==> config.mk <==
export PLATFORM = sky130hd
export DESIGN_NAME = gvt_front
export DESIGN_NICKNAME = d
export VERILOG_FILES = /design/src/sv/gvt_pkg.sv /design/src/sv/gvt_front.sv
export SDC_FILE = /design/constraint.sdc
export NUM_CORES = 2
export LEC_CHECK = 0
export ABC_AREA = 1
export BUFFER_PORTS_ARGS = -buffer_cell sky130_fd_sc_hd__buf_2
export CORE_MARGIN = 2
export CORE_UTILIZATION = 35
export DETAILED_ROUTE_END_ITERATION = 16
export GPL_TIMING_DRIVEN = 0
export HOLD_SLACK_MARGIN = 0.06
export PLACE_DENSITY = 0.59
export SLEW_MARGIN = 20
export SYNTH_ARGS = -nofsm -noshare
export SYNTH_HDL_FRONTEND = slang
export SYNTH_SLANG_ARGS = --single-unit
==> constraint.sdc <==
create_clock -name clk -period 11.2 [get_ports clk]
set_clock_uncertainty 0.2 [all_clocks]
set_input_delay 1.12 -clock clk [delete_from_list [all_inputs] [get_ports clk]]
set_output_delay 1.12 -clock clk [all_outputs]
set_load 0.005 [all_outputs]
==> src/sv/gvt_pkg.sv <==
// Shared widths, types and the arctangent table for the tilt unit.
`timescale 1ns / 1ps
`default_nettype none
package gvt_pkg;

    localparam int SAMPLE_W   = 16;
    localparam int CFG_W      = 12;
    localparam int MIN_SQ_W   = 2 * CFG_W;
    localparam int FRAC_SH    = 32 - SAMPLE_W;
    localparam int SQ_W       = 2 * SAMPLE_W;
    localparam int SUM2_W     = 2 * SAMPLE_W;
    localparam int TOT_W      = 2 * SAMPLE_W + 1;
    localparam int RAD_W      = SUM2_W + 2 * FRAC_SH;
    localparam int ROOT_W     = RAD_W / 2;
    localparam int REM_W      = ROOT_W + 2;
    localparam int XY_SH      = 16;
    localparam int C_W        = ROOT_W + XY_SH + 3;
    localparam int CORDIC_N   = 22;
    localparam int ACC_W      = 24;
    localparam int ANG_W      = 15;
    localparam int ANGLE_LIM  = 11520;
    localparam int MIN_NORM_RST = 10;

    localparam logic signed [ACC_W-1:0] ATAN_TAB [CORDIC_N] = '{
        24'sd1474560, 24'sd870484, 24'sd459940, 24'sd233473, 24'sd117189,
        24'sd58652, 24'sd29333, 24'sd14667, 24'sd7334, 24'sd3667,
        24'sd1833, 24'sd917, 24'sd458, 24'sd229, 24'sd115, 24'sd57,
        24'sd29, 24'sd14, 24'sd7, 24'sd4, 24'sd2, 24'sd1
    };

    typedef struct packed {
        logic                       ok;
        logic signed [SAMPLE_W-1:0] num;
    } lane_t;

endpackage
`default_nettype wire

==> src/sv/gvt_front.sv <==
// Squares, pair sums and minimum-norm test.
`timescale 1ns / 1ps
`default_nettype none
module gvt_front
    import gvt_pkg::*;
(
    input  wire logic                       clk,
    input  wire logic                       rst_n,
    input  wire logic                       en,
    input  wire logic                       in_valid,
    input  wire logic signed [SAMPLE_W-1:0] gx,
    input  wire logic signed [SAMPLE_W-1:0] gy,
    input  wire logic signed [SAMPLE_W-1:0] gz,
    input  wire logic [MIN_SQ_W-1:0]        min_sq,
    output logic                            out_valid,
    output logic [SUM2_W-1:0]               sum_roll,
    output logic [SUM2_W-1:0]               sum_pitch,
    output lane_t                           lane_roll,
    output lane_t                           lane_pitch
);

    logic                       v1_reg, v2_reg;
    logic [SQ_W-1:0]            xx_reg, yy_reg, zz_reg;
    logic [SQ_W-1:0]            xx_next, yy_next, zz_next;
    logic signed [SAMPLE_W-1:0] x1_reg, y1_reg;
    logic [SUM2_W-1:0]          sr_reg, sp_reg;
    lane_t                      lr_reg, lp_reg;
    logic [TOT_W-1:0]           total;
    logic                       ok;

    assign xx_next = SQ_W'(gx * gx);
    assign yy_next = SQ_W'(gy * gy);
    assign zz_next = SQ_W'(gz * gz);
    assign total   = TOT_W'(xx_reg) + TOT_W'(yy_reg) + TOT_W'(zz_reg);
    assign ok      = total >= TOT_W'(min_sq);

    always_ff @(posedge clk or negedge rst_n)
    begin
        if (!rst_n)
        begin
            v1_reg <= 1'b0;
            v2_reg <= 1'b0;
        end
        else if (en)
        begin
            v1_reg <= in_valid;
            v2_reg <= v1_reg;
        end
    end

    always_ff @(posedge clk)
    begin
        if (en)
        begin
            xx_reg <= xx_next;
            yy_reg <= yy_next;
            zz_reg <= zz_next;
            x1_reg <= gx;
            y1_reg <= gy;
            sr_reg <= SUM2_W'(yy_reg) + SUM2_W'(zz_reg);
            sp_reg <= SUM2_W'(xx_reg) + SUM2_W'(zz_reg);
            lr_reg <= '{ok: ok, num: x1_reg};
            lp_reg <= '{ok: ok, num: y1_reg};
        end
    end

    assign out_valid  = v2_reg;
    assign sum_roll   = sr_reg;
    assign sum_pitch  = sp_reg;
    assign lane_roll  = lr_reg;
    assign lane_pitch = lp_reg;

endmodule
`default_nettype wire

**Yosys cells after proc, flatten, opt, wreduce, memory -nomap -nowiden**

Cells that the tools add are included.
Widths: inputs -> output; s select.

- Register bits: 227
- Latch bits: 0
- RAM bits: 0
- Bits in read-only memories: 0
- Input port bits: 76
- Memories kept: 0

- Add/sub/neg operators: 4
- Multipliers: 3
- Divide/modulo/power cells: 0
- Order comparisons: 1
- Eq/ne operators: 0
- Shift operators: 0
- Mux-type cells: 0
- Bitwise gates (word level): 0
- Reduce and logical (&&, ||, !) cells: 0

Operators with widths:

| cell | count |
|---|---|
| $mul 16x16->32 | 3 |
| $add 32x32->32 | 2 |
| $add 32x32->33 | 1 |
| $add 33x32->33 | 1 |
| $ge 33x24->1 | 1 |

**Longest topological paths before layout**

- Depth after elaboration: 3
- Mapped depth: 27

**Least setup slack after synthesis**

No wires, ideal clock.

- Kind: in2reg
- Start: input gx[1]
- End: register xx_reg[29] (data pin)
- Data arrival time: 6,452 ps
- Setup slack: 4,286 ps
- Stages: 21
- Path buffers: 2
- Cell sequence: clkbuf_1 clkbuf_1 nand2_1 inv_1 fa_1 fa_1 fa_1 fa_1 fa_1 inv_1 fa_1 inv_1 ha_1 a21oi_1 o21a_1 o21ai_0 inv_1 nand3_1 a21oi_1 o21ai_1 xor2_1

- Cells in the longest elaborated chain, start to end: 1

Ends and longest elaborated chain:

| what | line | source |
|---|---|---|
| start, declared | gvt_front.sv:11 | `input wire logic signed [SAMPLE_W-1:0] gx,` |
| $mul 16x16->32 | gvt_front.sv:31 | `assign xx_next = SQ_W'(gx * gx);` |
| via xx_next[29] | gvt_front.sv:24 | `logic [SQ_W-1:0] xx_next, yy_next, zz_next;` |
| end signal, assigned | gvt_front.sv:55 | `xx_reg <= xx_next;` |
| end, declared | gvt_front.sv:23 | `logic [SQ_W-1:0] xx_reg, yy_reg, zz_reg;` |

The timed path passes the listed nets, and every way through them passes these cells.
A chain may end at the register's enable or synchronous reset.

**Worst setup path after layout**

Same ends and word-level chain as after synthesis.

==> out/metrics.cfg <==
[cts]
cts_buffers=27
postCtsHoldBufs=0
cts_tree=done
cts-root-buf=clkbuf_16
clkLatencyLatePin_ns=0.60
cts_setup_buffers=0
post_cts_resized=0
cts.sinks=222
clock_path_buffers=3
h-tree-depth=1
cts.reportedPaths.clkPinSlew_ns=0.06

[synthesis]
ys_ff_latch=222
netlist_instances=4601
synth_area_leaders=fa_1 36%, edfxtp_1 16%, inv_1 12%
yosysWarnings=0
synthArstFlopShare_pct=0.901
synth_area_leader_cell=fa_1
synth.distinct_cells=51
syn_area_um2=40800
synth_most_common_cell=inv_1
seq_area_frac_synth_pct=16.3
avgSynthCellArea_um2=8.86
synth_edf_count=220
yosysTopAreaCellShare_pct=36.0
synthTopCellsByCount=1314 x inv_1, 823 x nand2_1, 733 x fa_1
ys.flop_type=edfxtp_1

[die]
die_x_um=345
start_util_pct=35.2
num_io_pins=175
placeableCoreArea_um2=116000
die_h_um=345
dieArea_um2=119000
rows=125

[placement]
place_congestion=0.934
port_buffers=168
dpl.hpwl_um=92400

[global_routing]
first_global_vias=30800
grt_max_degree=98
grt-ovfl-total=0
grt_first_pass_wirelength_um=168000
grt_usage_pct=17.9
antenna_found_initial=3

[status]
outcome=completed

[timing]
tightest_slew_ns=0.831
finalHoldViolCount=0
rsz0062_at_grt=false
fmax_mhz=131
slew_headroom_pct=44.6
drv_slew=0
setup_tns_ns=0
min_period_over_period_pct=68.2
period_minus_slack_ns=7.63
setup_viol=0

[finish]
nFillCells=11800
register_area_um2=6660
final_layout_size_suffix_gt1_share_pct=5.79
finalNetCount=5994
area_growth_pct=9.19
multiInputGateArea_um2=28800
antenna_cells=0

[route]
dr.pass1.iters=6
via_count=29800
vias_per_cell=4.70
drtAntennaViolNets=0
routed_wl_um=105000
drc=0
drt_iter0_markers=1816
wl_per_cell_um=16.6

[worst_setup_path]
cp_max_fo=10
worst_ep_arrival_time_ns=7.75
ff2ff_setup_slack_ns=6.95
start_kind=input port
path_class=in2reg
critPathCaptureType=flop
cp.required_ns=11.32

[job]
drv_cap=0

[worst_hold_path]
hp-class=in2async

-- metrics by stage --
| step | hold slack, ns | setup WS, ns | cells | cell area, um^2 | util (%) |
|---|---|---|---|---|---|
| finish | 0.117 | 3.57 | 6346 | 44500 | 38.4 |
| global route | 0.0951 | 3.23 | 6346 | 44500 | 38.4 |
| CTS | 0.0804 | 3.65 | 6346 | 44500 | 38.4 |
| detailed placement | 0.205 | 3.04 | 6296 | 43600 | 37.6 |
| global placement | 0.200 | 3.02 | 6294 | 43500 | 37.5 |
| floorplan | 0.200 | 4.29 | 4602 | 40800 | - |
-- worst paths after layout --
check	from	end	cells past startpoint
worst min register to register	x1_reg[11]	lane_roll[11]	0
worst max register to register	zz_reg[7]	lane_roll[16]	18
min in group clk	x1_reg[11]	lane_roll[11]	0
worst min-delay path	rst_n	v1_reg	1
worst max-delay path	gx[1]	xx_reg[29]	23
max in group asynchronous	rst_n	out_valid	1
-- cell families (layout without fill, tap and decap cells) --
logic type | Yosys count | count (layout) | synth area share (%)
other | 1 | 2 | 0.00920
xor gates and xnor gates | 215 | 215 | 4.62
and+or+nand+nor | 1191 | 1191 | 11.8
buffers and inverters | 1417 | 1637 | 13.1
DFF | 222 | 222 | 16.3
AOI/OAI and AO/OA | 438 | 438 | 6.42
adders and majority gates | 1117 | 1117 | 47.8
-- critical path, cell delays in order --
cell and delay [ns]:
buf_2 0.09, clkbuf_1 0.44, clkbuf_1 0.49, nand2_1 0.12
inv_1 0.17, fa_1 0.56, fa_1 0.90, fa_1 0.53
fa_1 0.51, fa_1 0.49, inv_1 0.05, fa_1 0.47
inv_1 0.04, ha_1 0.34, nand2_1 0.13, nor2_1 0.12
inv_1 0.07, o21ai_0 0.44, inv_1 0.09, nand3_1 0.19
a21oi_1 0.14, o21ai_1 0.16, xor2_1 0.09
-- cell type report --
type	count	area share, %
plain buffers	100	0.852
clock buffers	29	1.53
clock inverters	21	0.557
inverters	1317	11.1
multi-input cells	2963	64.7
flip-flops and latches	222	15.0
well taps	1524	4.28
repair buffers	170	2.04
-- per-layer routing --
metal  GRT usage (%)  vias to the layer above  part of all wire, %
met5               0                        -               0.0076
met4            4.62                        2                  2.6
met3            2.14                      111                  6.0
met2            29.2                      767                   46
met1            25.4                    14800                   46
li1                -                    14200                    -
-- placed cells by master, fill, tap and decap left out, drive strengths merged, types with 6 or more instances in the layout --
master | netlist | layout
a21boi | 10 | 10
a21o | 32 | 32
a21oi | 192 | 192
a221oi | 10 | 10
a31o | 9 | 9
a31oi | 17 | 17
buf | 3 | 173
clkbuf | 97 | 126
clkinv | 3 | 11
edfxtp | 220 | 220
fa | 733 | 733
ha | 384 | 384
inv | 1314 | 1320
nand2 | 829 | 829
nand3 | 67 | 67
nand4 | 27 | 27
nor2 | 210 | 210
nor3 | 29 | 29
nor4 | 10 | 10
o211ai | 6 | 6
o21a | 8 | 8
o21ai | 113 | 113
o21bai | 33 | 33
or2 | 11 | 11
xnor2 | 79 | 79
xor2 | 136 | 136
Power is not shown: default switching activity piles up to over one toggle a cycle in this logic, so the estimate is an artifact.
